`config.mk`:
```
export PLATFORM = sky130hd
export DESIGN_NAME = mvfb_framer
export DESIGN_NICKNAME = d
export VERILOG_FILES = /design/src/rtl/mvfb_pkg.sv /design/src/rtl/mvfb_framer.sv
export SDC_FILE = /design/constraint.sdc
export NUM_CORES = 1
export LEC_CHECK = 0
export BUFFER_PORTS_ARGS = -buffer_cell sky130_fd_sc_hd__buf_4
export CAP_MARGIN = 20
export CORE_MARGIN = 2
export CORE_UTILIZATION = 25
export DETAILED_ROUTE_END_ITERATION = 16
export GPL_TIMING_DRIVEN = 0
export SLEW_MARGIN = 20
export SYNTH_ARGS = -nofsm -noshare
export SYNTH_HDL_FRONTEND = slang
export SYNTH_SLANG_ARGS = --single-unit
```
`constraint.sdc`:
```
create_clock -name clk -period 3 [get_ports clk]
set_clock_uncertainty 0.1 [all_clocks]
set_input_delay 0.6 -clock clk [delete_from_list [all_inputs] [get_ports clk]]
set_output_delay 0.6 -clock clk [all_outputs]
set_load 0.1 [all_outputs]
```
`src/rtl/mvfb_pkg.sv`:
```
`default_nettype none

package mvfb_pkg;

  // Input item kinds (s_tuser)
  localparam logic KIND_START   = 1'b0;
  localparam logic KIND_PAYLOAD = 1'b1;

  // Configuration register indexes
  localparam logic CFG_SYSTEM_ID    = 1'b0;
  localparam logic CFG_COMPONENT_ID = 1'b1;

  localparam logic [7:0]  FRAME_MAGIC        = 8'hFD;
  localparam logic [15:0] CHECK_INIT         = 16'hFFFF;
  localparam logic [7:0]  SYSTEM_ID_RESET    = 8'd1;
  localparam logic [7:0]  COMPONENT_ID_RESET = 8'd191;

  // One unit of work handed from the framer to the serializer
  typedef struct packed {
    logic        hdr;          // 1: header job, 0: single payload byte
    logic        fin;          // append the check bytes after this job
    logic [7:0]  seed;         // CRC-extra folded in before the check
    logic [7:0]  len;
    logic [7:0]  seq;
    logic [7:0]  sys_id;
    logic [7:0]  comp_id;
    logic [23:0] msg_id;
    logic [7:0]  data;
  } job_t;

  // One byte step of CRC-16/MCRF4XX
  function automatic logic [15:0] check_fold(input logic [15:0] c, input logic [7:0] b);
    logic [7:0] t;
    t = b ^ c[7:0];
    t = t ^ {t[3:0], 4'b0000};
    return {8'h00, c[15:8]} ^ {t, 8'h00} ^ {5'b00000, t, 3'b000} ^ {12'h000, t[7:4]};
  endfunction

endpackage

`default_nettype wire

```
`src/rtl/mvfb_framer.sv`:
```
`default_nettype none

// Frame bookkeeping and configuration; turns accepted items into jobs.
module mvfb_framer (
  input  wire logic              clk,
  input  wire logic              rst,
  input  wire logic              cfg_wr_en,
  input  wire logic              cfg_addr,
  input  wire logic [7:0]        cfg_wdata,
  input  wire logic              accept,
  input  wire logic              kind,
  input  wire logic [23:0]       message_id,
  input  wire logic [7:0]        payload_length,
  input  wire logic [7:0]        extra_seed,
  input  wire logic [7:0]        data_byte,
  input  wire logic              job_pop,
  output mvfb_pkg::job_t         job,
  output logic                   job_valid,
  output logic                   ready
);

  logic [7:0] sys_id;
  logic [7:0] comp_id;
  logic [7:0] seq;
  logic [7:0] bytes_left;
  logic [7:0] held_seed;
  logic       in_frame;

  logic       is_start;
  logic       is_data;
  logic       data_fin;

  assign ready    = !job_valid || job_pop;
  assign is_start = accept && (kind == mvfb_pkg::KIND_START);
  assign is_data  = accept && (kind == mvfb_pkg::KIND_PAYLOAD) && in_frame;
  assign data_fin = (bytes_left == 8'd1);

  always_ff @(posedge clk) begin
    if (rst) begin
      sys_id  <= mvfb_pkg::SYSTEM_ID_RESET;
      comp_id <= mvfb_pkg::COMPONENT_ID_RESET;
    end else if (cfg_wr_en) begin
      case (cfg_addr)
        mvfb_pkg::CFG_SYSTEM_ID:    sys_id  <= cfg_wdata;
        mvfb_pkg::CFG_COMPONENT_ID: comp_id <= cfg_wdata;
        default: ;
      endcase
    end
  end

  always_ff @(posedge clk) begin
    if (rst) begin
      seq        <= 8'd0;
      bytes_left <= 8'd0;
      held_seed  <= 8'd0;
      in_frame   <= 1'b0;
      job_valid  <= 1'b0;
    end else begin
      if (is_start) begin
        seq        <= seq + 8'd1;
        bytes_left <= payload_length;
        held_seed  <= extra_seed;
        in_frame   <= (payload_length != 8'd0);
      end else if (is_data) begin
        bytes_left <= bytes_left - 8'd1;
        in_frame   <= !data_fin;
      end
      if (is_start || is_data) begin
        job_valid <= 1'b1;
      end else if (job_pop) begin
        job_valid <= 1'b0;
      end
    end
  end

  // Job payload, no reset needed
  always_ff @(posedge clk) begin
    if (is_start) begin
      job.hdr     <= 1'b1;
      job.fin     <= (payload_length == 8'd0);
      job.seed    <= extra_seed;
      job.len     <= payload_length;
      job.seq     <= seq;
      job.sys_id  <= sys_id;
      job.comp_id <= comp_id;
      job.msg_id  <= message_id;
      job.data    <= data_byte;
    end else if (is_data) begin
      job.hdr  <= 1'b0;
      job.fin  <= data_fin;
      job.seed <= held_seed;
      job.data <= data_byte;
    end
  end

endmodule

`default_nettype wire

```
==> impl_results.md, run 1 <==
- Area grow syn2layout: 44.9%
- Final Util: 0.374
- Crit Path Max Fanout: 64
- Die X: 133 µm
- Layout Nets: 506
- Path type of the worst setup path: in2reg
- Slew @ Worst Pin: a little under 0.8 ns
- Yosys warns: 0
- Clk root buf: clkbuf_16
- DP HPWL: between 6000 and 7000 µm
- Port-buffer cells: around 140
- Max-slew violation count: 0
- Unrepaired setup endpoints after global routing: no
- Leakage: approximately 0.0024 µW
- Ys async rst share: 0
- Number of synthesized register bits: about 120
- Post-cts sizing count: 0
- Period utilisation layout: 0.708
- Main synth FF type: edfxtp_1
- Max Clock Freq: approximately 0.47 GHz
- Die area: ~18000 µm²
- Largest net degree at the start of global routing: 65
- DRT Pass-1 Iters: 4
- Antenna Nets Post-Route: 0
- Tmin final: roughly 2.1 ns
- Clk Latency, worst-skew pair: 0.41 ns
- Site Rows: 46
- Final non-filler cell total: ~670
- Die Y-Extent: 133 µm
- Initial antenna violation count: 0
- EDFF count, synth: 73
- Inst Count DP: 637
- Total chip power: ~4400 µW
- Post CTS Setup Buffer Count: 0
- Filler cells: around 1600
- Power Density: around 740 nW/µm²
- Clock transition at path regs: about 0.060 ns
- Hold Violations, Final: 0
- Endpoint class of the critical path: flop
- # diodes: 0
- Required time of the critical path: approximately 3.2 ns
- Clk sinks: 116
- CTS tree: yes
- Worst Path Arrival: 2.29 ns
- Final global-route overflow total: 0
- First-pass GRT wire length: around 15000 µm
- RD Place Congestion: approximately 0.78
- Num CTS Buffers: 17
- Top Ports: 139
- R2R Setup Slk: between 1 and 1.5 ns
- Status: completed
- Tot GR Track Use: 0.111
- H-Tree Depth: 4
- DR WL/cell: 14.4 µm
- Critical path launch point type: primary input
- Vias per inst: around 4.2
- Core area: 16000 µm²
- Synthesized area per cell: 14.5 µm²
- Final setup fails: 0
- Yosys cell types: 41
- Via count: around 2800
- Starting Density: 0.258
- Net Count, Synth: 350
- Mapped cell area: between 4000 and 5000 µm²
- WL final: around 9600 µm
- Drc violations: 0
- Max_slew headroom: 0.486
- Worst hold path type: in2reg
- Max-cap violations: 0
- Worst vdd ir: 0.374 mV
- Sequential-to-total area share from yosys stat: 0.739
- Hold-fix buffers, CTS: 0
- Cells after Synth: between 200 and 300
- Vias in the first global route: between 2000 and 3000
- Layout cells sized above 1: 0.413
- First DRT Iteration DRCs: approximately 120
- Worst-case clock buffer depth: 2
sequential cells by signal, summed over array words and instances (netlist names):
register	cells
bytes_left	8
comp_id	8
held_seed	8
in_frame	1
job	74
job_valid	1
seq	8
sys_id	8
worst max-delay path, stage by stage:
cell and delay, ns:
buf_4 0.15, nand2b_1 0.14, buf_4 0.17, inv_4 0.57, nor4_1 0.18, a2111oi_0 0.47
cell usage in the layout (no fill, tap or decap), types with 3 or more instances in the layout:
master / count
buf_4: 138
edfxtp_1: 73
dfxtp_1: 43
nand2_1: 25
a21oi_1: 17
clkbuf_16: 17
nor2b_1: 12
clkbuf_1: 10
nor2_1: 10
mux2_2: 9
o21ai_0: 8
and3_1: 8
a211o_1: 7
inv_1: 5
nand3_1: 5
nand2b_1: 4
or3_1: 4
o31ai_1: 4
or4_1: 4
a311oi_1: 4
inv_4: 3
nor4_1: 3
clkbuf_8: 3
ha_1: 3
clkinv_2: 3
clkinvlp_4: 3
through the flow:
| step | hold slack, ns | setup slack, ns | cell area, µm² | TNS, ns |
|---|---|---|---|---|
| floorplan | 0.308 | 0.545 | 4130 | 0 |
| global placement | 0.315 | -0.00640 | 5430 | -0.00640 |
| detailed placement | 0.322 | -0.0597 | 5430 | -0.0776 |
| CTS | 0.244 | 0.379 | 5980 | 0 |
| global route | 0.244 | 0.719 | 5990 | 0 |
| finish | 0.267 | 0.877 | 5990 | 0 |
synth_stat cells, types with 2 or more instances:
master     number  share of area
or3_1           4         0.0061
a21oi_1        17          0.021
o31ai_1         4         0.0073
a211o_1         7          0.015
inv_1           5         0.0045
nor2_1         10         0.0091
a2111oi_0       2         0.0042
nand3_1         5         0.0061
and3_1          8          0.012
mux2_2          9          0.025
xnor2_1         2         0.0042
nand4_1         2         0.0030
nand3b_1        2         0.0036
nor2b_1        12          0.018
nor4_1          3         0.0045
dfxtp_1        43           0.21
o21ai_0         8         0.0097
or2_2           2         0.0030
nand2_1        25          0.023
clkbuf_1        8         0.0073
a311oi_1        4         0.0085
or4_1           4         0.0073
edfxtp_1       73           0.53
ha_1            3         0.0091
nand2b_1        4         0.0061
buf_2           2         0.0024
clkbuf_8        2         0.0067
cells by family (layout without fill, tap and decap cells):
family	after synthesis	count (layout)	synth area share
muxes	10	10	0.0270
buffers and inverters	21	190	0.0342
DFF	116	116	0.739
xor gates and xnor gates	2	2	0.00424
adders and majority gates	3	3	0.00909
and+or+nand+nor	87	87	0.115
AOI/OAI and AO/OA	45	45	0.0712
routing by layer:
| metal | routed length (µm) | GRT usage | up-vias | share of wire |
|---|---|---|---|---|
| met3 | 592 | 0.0375 | 17 | 0.062 |
| met1 | 4220 | 0.132 | 1302 | 0.44 |
| met5 | 0 | 0 | - | 0 |
| met4 | 232 | 0.0627 | 0 | 0.024 |
| met2 | 4560 | 0.176 | 109 | 0.47 |
| li1 | - | - | 1371 | - |
cell type report:
cell class | count | area, µm² | share of cell area
Sequential cell | 116 | 3050 | 0.510
Timing Repair Buffer | 137 | 1030 | 0.172
Multi-Input combinational cell | 147 | 937 | 0.157
Clock buffer | 20 | 447 | 0.0746
Tap cell | 216 | 270 | 0.0452
Buffer | 15 | 119 | 0.0199
Clock inverter | 12 | 106 | 0.0178
Inverter | 6 | 25.0 | 0.00418
power breakdown:
| part | switching [µW] | leakage, µW | internal, µW |
|---|---|---|---|
| Combinational | 544 | 0.00107 | 179 |
| Sequential | 32.7 | 0.00104 | 1790 |
| Clock | 706 | 0.000267 | 1160 |
| Total | 1280 | 0.00238 | 3130 |
worst paths after layout:
kind                               startpoint             to  cells past startpoint
worst max-delay path                     kind       in_frame                      6
worst min-delay path             data_byte[2]         job[2]                      1
worst max register to register  bytes_left[4]  bytes_left[7]                      4
worst min register to register     comp_id[7]        job[39]                      0
Power figures use the tool's default switching activity.
==> run 2: changes to the inputs <==
ABC_AREA = 1   (was default)
clock period = 1.75 ns   (was 3 ns; I/O delays follow)
==> run 2 against run 1 <==
- register-to-register slack got worse by 0.96 ns
- largest cell class unchanged
- total power up 79%
- area after synthesis rose by 1.1%
- worst hold slack got worse by 0.24 ns
- sequential power is 73% higher
- critical path type is now reg2out
- first-iteration DRC count is 22% higher
- flip-flop and latch count unchanged
- global-route usage fell by 0.23 points
==> impl_results.md, run 2 <==
- Cell taking the most area after synthesis: edfxtp_1 (unchanged)
- H-Tree Depth: 4 (unchanged)
- Starting Density: 0.254 (was 0.258)
- Largest net degree at the start of global routing: 66 (was 65)
- Power Density: 1300 nW/µm² (was 737 nW/µm²)
- Number of synthesized register bits: 116 (unchanged)
- Ys async rst share: 0 (unchanged)
- Status: completed (unchanged)
- Sequential-to-total area share from yosys stat: 0.731 (was 0.739)
- Area grow syn2layout: 46.0% (was 44.9%)
- Routed wl met3: 583 µm (was 592 µm)
- Final Util: 0.370 (was 0.374)
- Clk Latency, worst-skew pair: 0.39 ns (was 0.41 ns)
- Reg with most FFs: job (unchanged)
- Clk sinks: 116 (unchanged)
- Net Count, Synth: 414 (was 350)
- Hold Violations, Final: 0 (unchanged)
- Vias in the first global route: 3052 (was 2833)
- Path type of the worst setup path: reg2out (was in2reg)
- Max Clock Freq: about 0.65 GHz
- Worst hold path type: in2reg (unchanged)
- Slew @ Worst Pin: 0.517 ns (was 0.771 ns)
- Top post-synthesis cells by area: edfxtp_1 (52%), dfxtp_1 (21%), nand2_1 (4.8%) (was edfxtp_1 (53%), dfxtp_1 (21%), mux2_2 (2.5%))
- Initial antenna violation count: 0 (unchanged)
- Die area: 17800 µm² (was 17600 µm²)
- Final setup fails: 0 (unchanged)
- Clk root buf: clkbuf_16 (unchanged)
- Layout Nets: 571 (was 506)
- First-pass GRT wire length: 15200 µm (was 14800 µm)
- Synthesized area per cell: 12.0 µm² (was 14.5 µm²)
- Synth top area share: 0.525 (was 0.531)
- Antenna Nets Post-Route: 0 (unchanged)
- Max-slew violation count: 0 (unchanged)
- Worst Path Arrival: 1.10 ns (was 2.29 ns)
- Max_slew headroom: 0.654 (was 0.486)
- Placed inst area: 5480 µm² (was 5430 µm²)
- Period utilisation layout: 0.884
- Port-buffer cells: 137 (unchanged)
- CTS tree: yes (unchanged)
- # diodes: 0 (unchanged)
- Tot GR Track Use: 0.109 (was 0.111)
- Top-count cell post-synth: edfxtp_1 (unchanged)
- Commonest non-fill, non-tap cell in the layout: buf_4 (unchanged)
- Top post-synthesis cells by count: edfxtp_1 (73), nand2_1 (53), nor2_1 (45) (was edfxtp_1 (73), dfxtp_1 (43), nand2_1 (25))
- DR top layer: met4 (unchanged)
- Layout cells sized above 1: 0.384 (was 0.413)
- Die X: 133 µm (about the same)
- Yosys warns: 0 (unchanged)
- Met2 WL: 4590 µm (was 4560 µm)
- Hold-fix buffers, CTS: 0 (unchanged)
- RD Place Congestion: 0.833 (was 0.783)
- EDFF count, synth: 73 (unchanged)
- Wire length on met1: 4180 µm (was 4220 µm)
- Crit Path Max Fanout: 2 (was 64)
- Worst vdd ir: 0.590 mV (was 0.374 mV)
- Num CTS Buffers: 17 (unchanged)
- Top Ports: 139 (unchanged)
- Vias per inst: 4.13 (was 4.18)
- Max-cap violations: 0 (unchanged)
- Mapped cell area: 4180 µm² (was 4130 µm²)
- Unrepaired setup endpoints after global routing: no (unchanged)
- Drc violations: 0 (unchanged)
- Critical path launch point type: flop (was primary input)
- Clock transition at path regs: 0.06 ns (about the same)
- Site Rows: 47 (was 46)
- Total chip power: 7920 µW (was 4410 µW)
- Final global-route overflow total: 0 (unchanged)
- DP HPWL: 6780 µm (was 6840 µm)
- WL final: 9520 µm (was 9600 µm)
- Tmin final: between 1.5 and 2 ns
- Most frequent cells in the layout: buf_4 (138), edfxtp_1 (73), nand2_1 (52) (was buf_4 (138), edfxtp_1 (73), dfxtp_1 (43))
- Pre-CTS setup slack: -0.134 ns (was -0.0597 ns)
- Worst-case clock buffer depth: 2 (unchanged)
- Endpoint class of the critical path: output pin (was flop)
- Cells after Synth: 348 (was 284)
- Main synth FF type: edfxtp_1 (unchanged)
- Required time of the critical path: 1.30 ns (was 3.17 ns)
- Yosys cell types: 33 (was 41)
- First DRT Iteration DRCs: 151 (was 124)
- Design Area, Final: 6100 µm² (was 5990 µm²)
- Largest register FFs: 74 (unchanged)
- Die Y-Extent: 133 µm (about the same)
- Via count: 3050 (was 2799)
- Final Worst Setup Slack: 0.203 ns (was 0.877 ns)
- DR WL/cell: 12.9 µm (was 14.4 µm)
- Leakage: 0.00261 µW (was 0.00238 µW)
- DRT Pass-1 Iters: 4 (unchanged)
- Core area: 16500 µm² (was 16000 µm²)
[run 2: cell types whose count changed in the layout (fill, tap and decap cells not counted), moves of 8 or more]
cell and delta:
and3_1 -8, inv_1 +27, o21ai_1 +9, nand3_1 +13
mux2_2 -9, nor2b_1 -12, nor2_1 +35, nand2_1 +27
[run 2: report_power, final]
part           total (µW)  leakage [µW]  switching [µW]  internal [µW]
logic                1360       0.00128            1030            326
clock network        3400      0.000286            1160           2250
registers            3160       0.00104            64.2           3090
total                7920       0.00261            2260           5660
[run 2: through the flow]
step	cells	hold WS, ns	TNS [ns]
floorplan	348	0.303	0
global placement	705	0.309	-1.80
detailed placement	705	0.313	-2.26
CTS	737	0.00743	0
global route	738	0.00538	0
finish	738	0.0242	0
[run 2: cells by family after synthesis]
family / synth area share
xor+xnor: 0.00210
flops: 0.731
buf+inv: 0.0503
fa+ha+maj: 0.00899
simple gates: 0.148
compound gates: 0.0593
[run 2: area by class of cell]
type,count,area (µm²)
clock buffer,23,489
clock inverter,9,103
multi-input combinational,187,916
sequential,116,3050
fill,1630,10400
buffer,10,78.8
inverter,35,135
timing repair buffer,138,1050
tap,220,275
[run 2: worst max-delay path: stages (launching register included)]
cell and delay, ns:
dfxtp_2 0.33, nand2_2 0.08, buf_4 0.29
[run 2: final timing paths]
| check | start | endpoint | slack [ns] | cells past startpoint |
|---|---|---|---|---|
| hold / removal | message_id[20] | job[28] | 0.02 | 1 |
| setup / recovery | job_valid | ready | 0.20 | 2 |
| hold reg to reg | sys_id[1] | job[41] | 0.32 | 0 |
| setup reg to reg | seq[0] | seq[6] | 0.25 | 7 |
[run 2: per-layer routing]
metal,global-route usage,vias up
met4,0.0496,0
met3,0.0282,8
li1,-,1494
met5,0,-
met1,0.133,1450
met2,0.180,98
[run 2: repair_timing]
action	in CTS	in global routing
setup endpoints to repair	17	17
gates resized for setup	1	0
buffers inserted	0	1
==> run 3: changes to the inputs <==
ABC_AREA = 0   (was 1)
==> run 3 against run 2 <==
- worst setup slack lost 0.16 ns
- total power decreased by 1.1%
- maximum frequency decreased by 9.6%
- non-clock buffer count rose by 32
- worst hold slack better by 0.0023 ns
- clock power about the same
- critical path depth up 1
- cell area grew 4.4%
- wire length rose by 5.1%
- die area is 1.0% lower
- combinational power shrank 4%
- critical path type is now reg2reg
- critical endpoint is now bytes_left[7]
- largest power group unchanged
==> impl_results.md, run 3 (synthesized netlist as in run 1, its figures left out) <==
- Reg2reg start: bytes_left[3] (was seq[0])
- Internal power: 5570 µW (was 5660 µW)
- Endpoint class of the critical path: flop (was output pin)
- Most frequent cells in the layout: buf_4 (138), edfxtp_1 (73), dfxtp_1 (41) (was buf_4 (138), edfxtp_1 (73), nand2_1 (52))
- Die area: 17600 µm² (was 17800 µm²)
- Status: completed (unchanged)
- DRT Pass-1 Iters: 4 (unchanged)
- Port-buffer cells: 137 (unchanged)
- Design Area, Final: 6370 µm² (was 6100 µm²)
- WHS Path Cells: 1 (unchanged)
- Combinational share of power: 0.167 (was 0.172)
- First-pass GRT wire length: 15600 µm (was 15200 µm)
- # diodes: 0 (unchanged)
- Leakage: 0.00253 µW (was 0.00261 µW)
- Tot GR Track Use: 0.117 (was 0.109)
- Met2 WL: 5020 µm (was 4590 µm)
- Drc violations: 0 (unchanged)
- Psw: 2260 µW (about the same)
- Slew @ Worst Pin: 0.646 ns (was 0.517 ns)
- Wire length on met1: 4310 µm (was 4180 µm)
- DR WL/cell: 14.4 µm (was 12.9 µm)
- Total chip power: 7830 µW (was 7920 µW)
- WL final: 10000 µm (was 9520 µm)
- Site Rows: 46 (was 47)
- Clock transition at path regs: 0.06 ns (about the same)
- RD Place Congestion: 0.770 (was 0.833)
- Max Clock Freq: 0.584 GHz (was 0.646 GHz)
- Layout cells sized above 1: 0.410 (was 0.384)
- Commonest non-fill, non-tap cell in the layout: buf_4 (unchanged)
- Starting Density: 0.258 (was 0.254)
- Period utilisation layout: 0.978 (was 0.884)
- Clk root buf: clkbuf_16 (unchanged)
- Tmin final: 1.71 ns (was 1.55 ns)
- Layout Nets: 534 (was 571)
- First DRT Iteration DRCs: 148 (was 151)
- Top Ports: 139 (unchanged)
- Crit Path Max Fanout: 7 (was 2)
- Worst Path Arrival: 1.93 ns (was 1.10 ns)
- Area grow syn2layout: 54.1% (was 46.0%)
- Num CTS Buffers: 17 (unchanged)
- Placed inst area: 5440 µm² (was 5480 µm²)
- Final global-route overflow total: 0 (unchanged)
- Reg with most FFs: job (unchanged)
- Power share of the clock group: 0.433 (was 0.430)
- Vias per inst: 4.26 (was 4.13)
- Required time of the critical path: 1.97 ns (was 1.30 ns)
- Hold Violations, Final: 0 (unchanged)
- Max_slew headroom: 0.569 (was 0.654)
- Initial antenna violation count: 0 (unchanged)
- Reg-to-Reg End: bytes_left[7] (was seq[6])
- CTS tree: yes (unchanged)
- Max-cap violations: 0 (unchanged)
- Max-slew violation count: 0 (unchanged)
- Clk sinks: 116 (unchanged)
- Unrepaired setup endpoints after global routing: yes (was no)
- Antenna Nets Post-Route: 0 (unchanged)
- Switch share: 0.289 (was 0.285)
- R2R Setup Slk: 0.04 ns (was 0.25 ns)
- Clk Latency, worst-skew pair: 0.41 ns (was 0.39 ns)
- Final setup fails: 0 (unchanged)
- Hold Crit Start: message_id[22] (was message_id[20])
- DR top layer: met4 (unchanged)
- H-Tree Depth: 4 (unchanged)
- Hold_ws: 0.0266 ns (was 0.0242 ns)
- Die X: 133 µm (about the same)
- Largest net degree at the start of global routing: 65 (was 66)
- Final Worst Setup Slack: 0.0386 ns (was 0.203 ns)
- Post CTS Setup Buffer Count: 0 (unchanged)
- Via count: 2970 (was 3050)
- Core area: 16000 µm² (was 16500 µm²)
- Critical path launch point type: flop (unchanged)
- Path type of the worst setup path: reg2reg (was reg2out)
- Hold endpoint: job[30] (was job[28])
- Worst hold path type: in2reg (unchanged)
- Seq pwr share: 0.400 (was 0.399)
- Largest register FFs: 74 (unchanged)
- Worst-case clock buffer depth: 2 (unchanged)
- Routed wl met3: 522 µm (was 583 µm)
- Path depth of the worst reg2reg path: 3 (was 7)
- Power Density: 1230 nW/µm² (was 1300 nW/µm²)
- DP HPWL: 6990 µm (was 6780 µm)
- Vias in the first global route: 2949 (was 3052)
- Pre-CTS setup slack: -0.522 ns (was -0.134 ns)
- Worst vdd ir: 0.661 mV (was 0.590 mV)
- Die Y-Extent: 133 µm (about the same)
-- run 3: cell count changes in the layout (fill, tap and decap cells not counted), sizes merged, moves of 6 or more --
cell and change:
nand3 -14, nand2 -29, o21ai -17, mux2 +9, inv -22, clkbuf +6, a211o +7, or2 -6
nor2 -38, and3 +8, buf -7, dlygate4sd3 +29, nor2b +12
-- run 3: worst max-delay path by stage --
stage | start | to | cells past startpoint
3_3_place_gp | kind | job[72] | 6
6_report | bytes_left[3] | bytes_left[7] | 3
4_1_cts | bytes_left[4] | bytes_left[7] | 4
2_1_floorplan | kind | job[72] | 5
5_1_grt | bytes_left[0] | bytes_left[4] | 5
3_5_place_dp | kind | job[72] | 6
-- run 3: layer usage --
metal  global-route usage  up-vias
met2                0.191      108
li1                     -     1428
met1                0.138     1422
met5                    0        -
met3               0.0352       12
met4               0.0657        0
-- run 3: layout make-up --
cell class	count	area [µm²]
sequential	116	3060
inverter	6	35.0
buffer	14	114
clock buffer	20	479
multi-input combinational	147	982
timing repair buffer	166	1320
clock inverter	12	113
tap	216	270
fill	1527	9630
-- run 3: timing repair --
action | CTS | global route
gates resized for setup | 4 | 7
pin swaps | 3 | 3
gates cloned | 0 | 0
setup endpoints to repair | 22 | 4
hold endpoints to repair | 28 | 1
hold buffers | 28 | 1
-- run 3: critical path: stages, from the launching register on --
cell	delay, ns
dfxtp_2	0.34
or3_4	0.42
or4_4	0.49
a311oi_2	0.26
-- run 3: power by group through the flow --
stage / logic, µW / clock network, µW / registers (µW)
after global routing: 1360 / 3620 / 3150
final: 1310 / 3390 / 3130
after floorplan: 208 / 0 / 3880
after detailed placement: 1250 / 0 / 3190
after global placement: 1240 / 0 / 3180
after CTS: 1310 / 3480 / 3130
-- run 3: metrics by stage --
stage	instances	utilization	setup TNS, ns
after floorplan	284	-	-0.0462
after global placement	637	0.340	-11.17
after detailed placement	637	0.340	-13.27
after CTS	697	0.396	-0.0593
after global routing	697	0.398	-0.0459
final	697	0.398	0
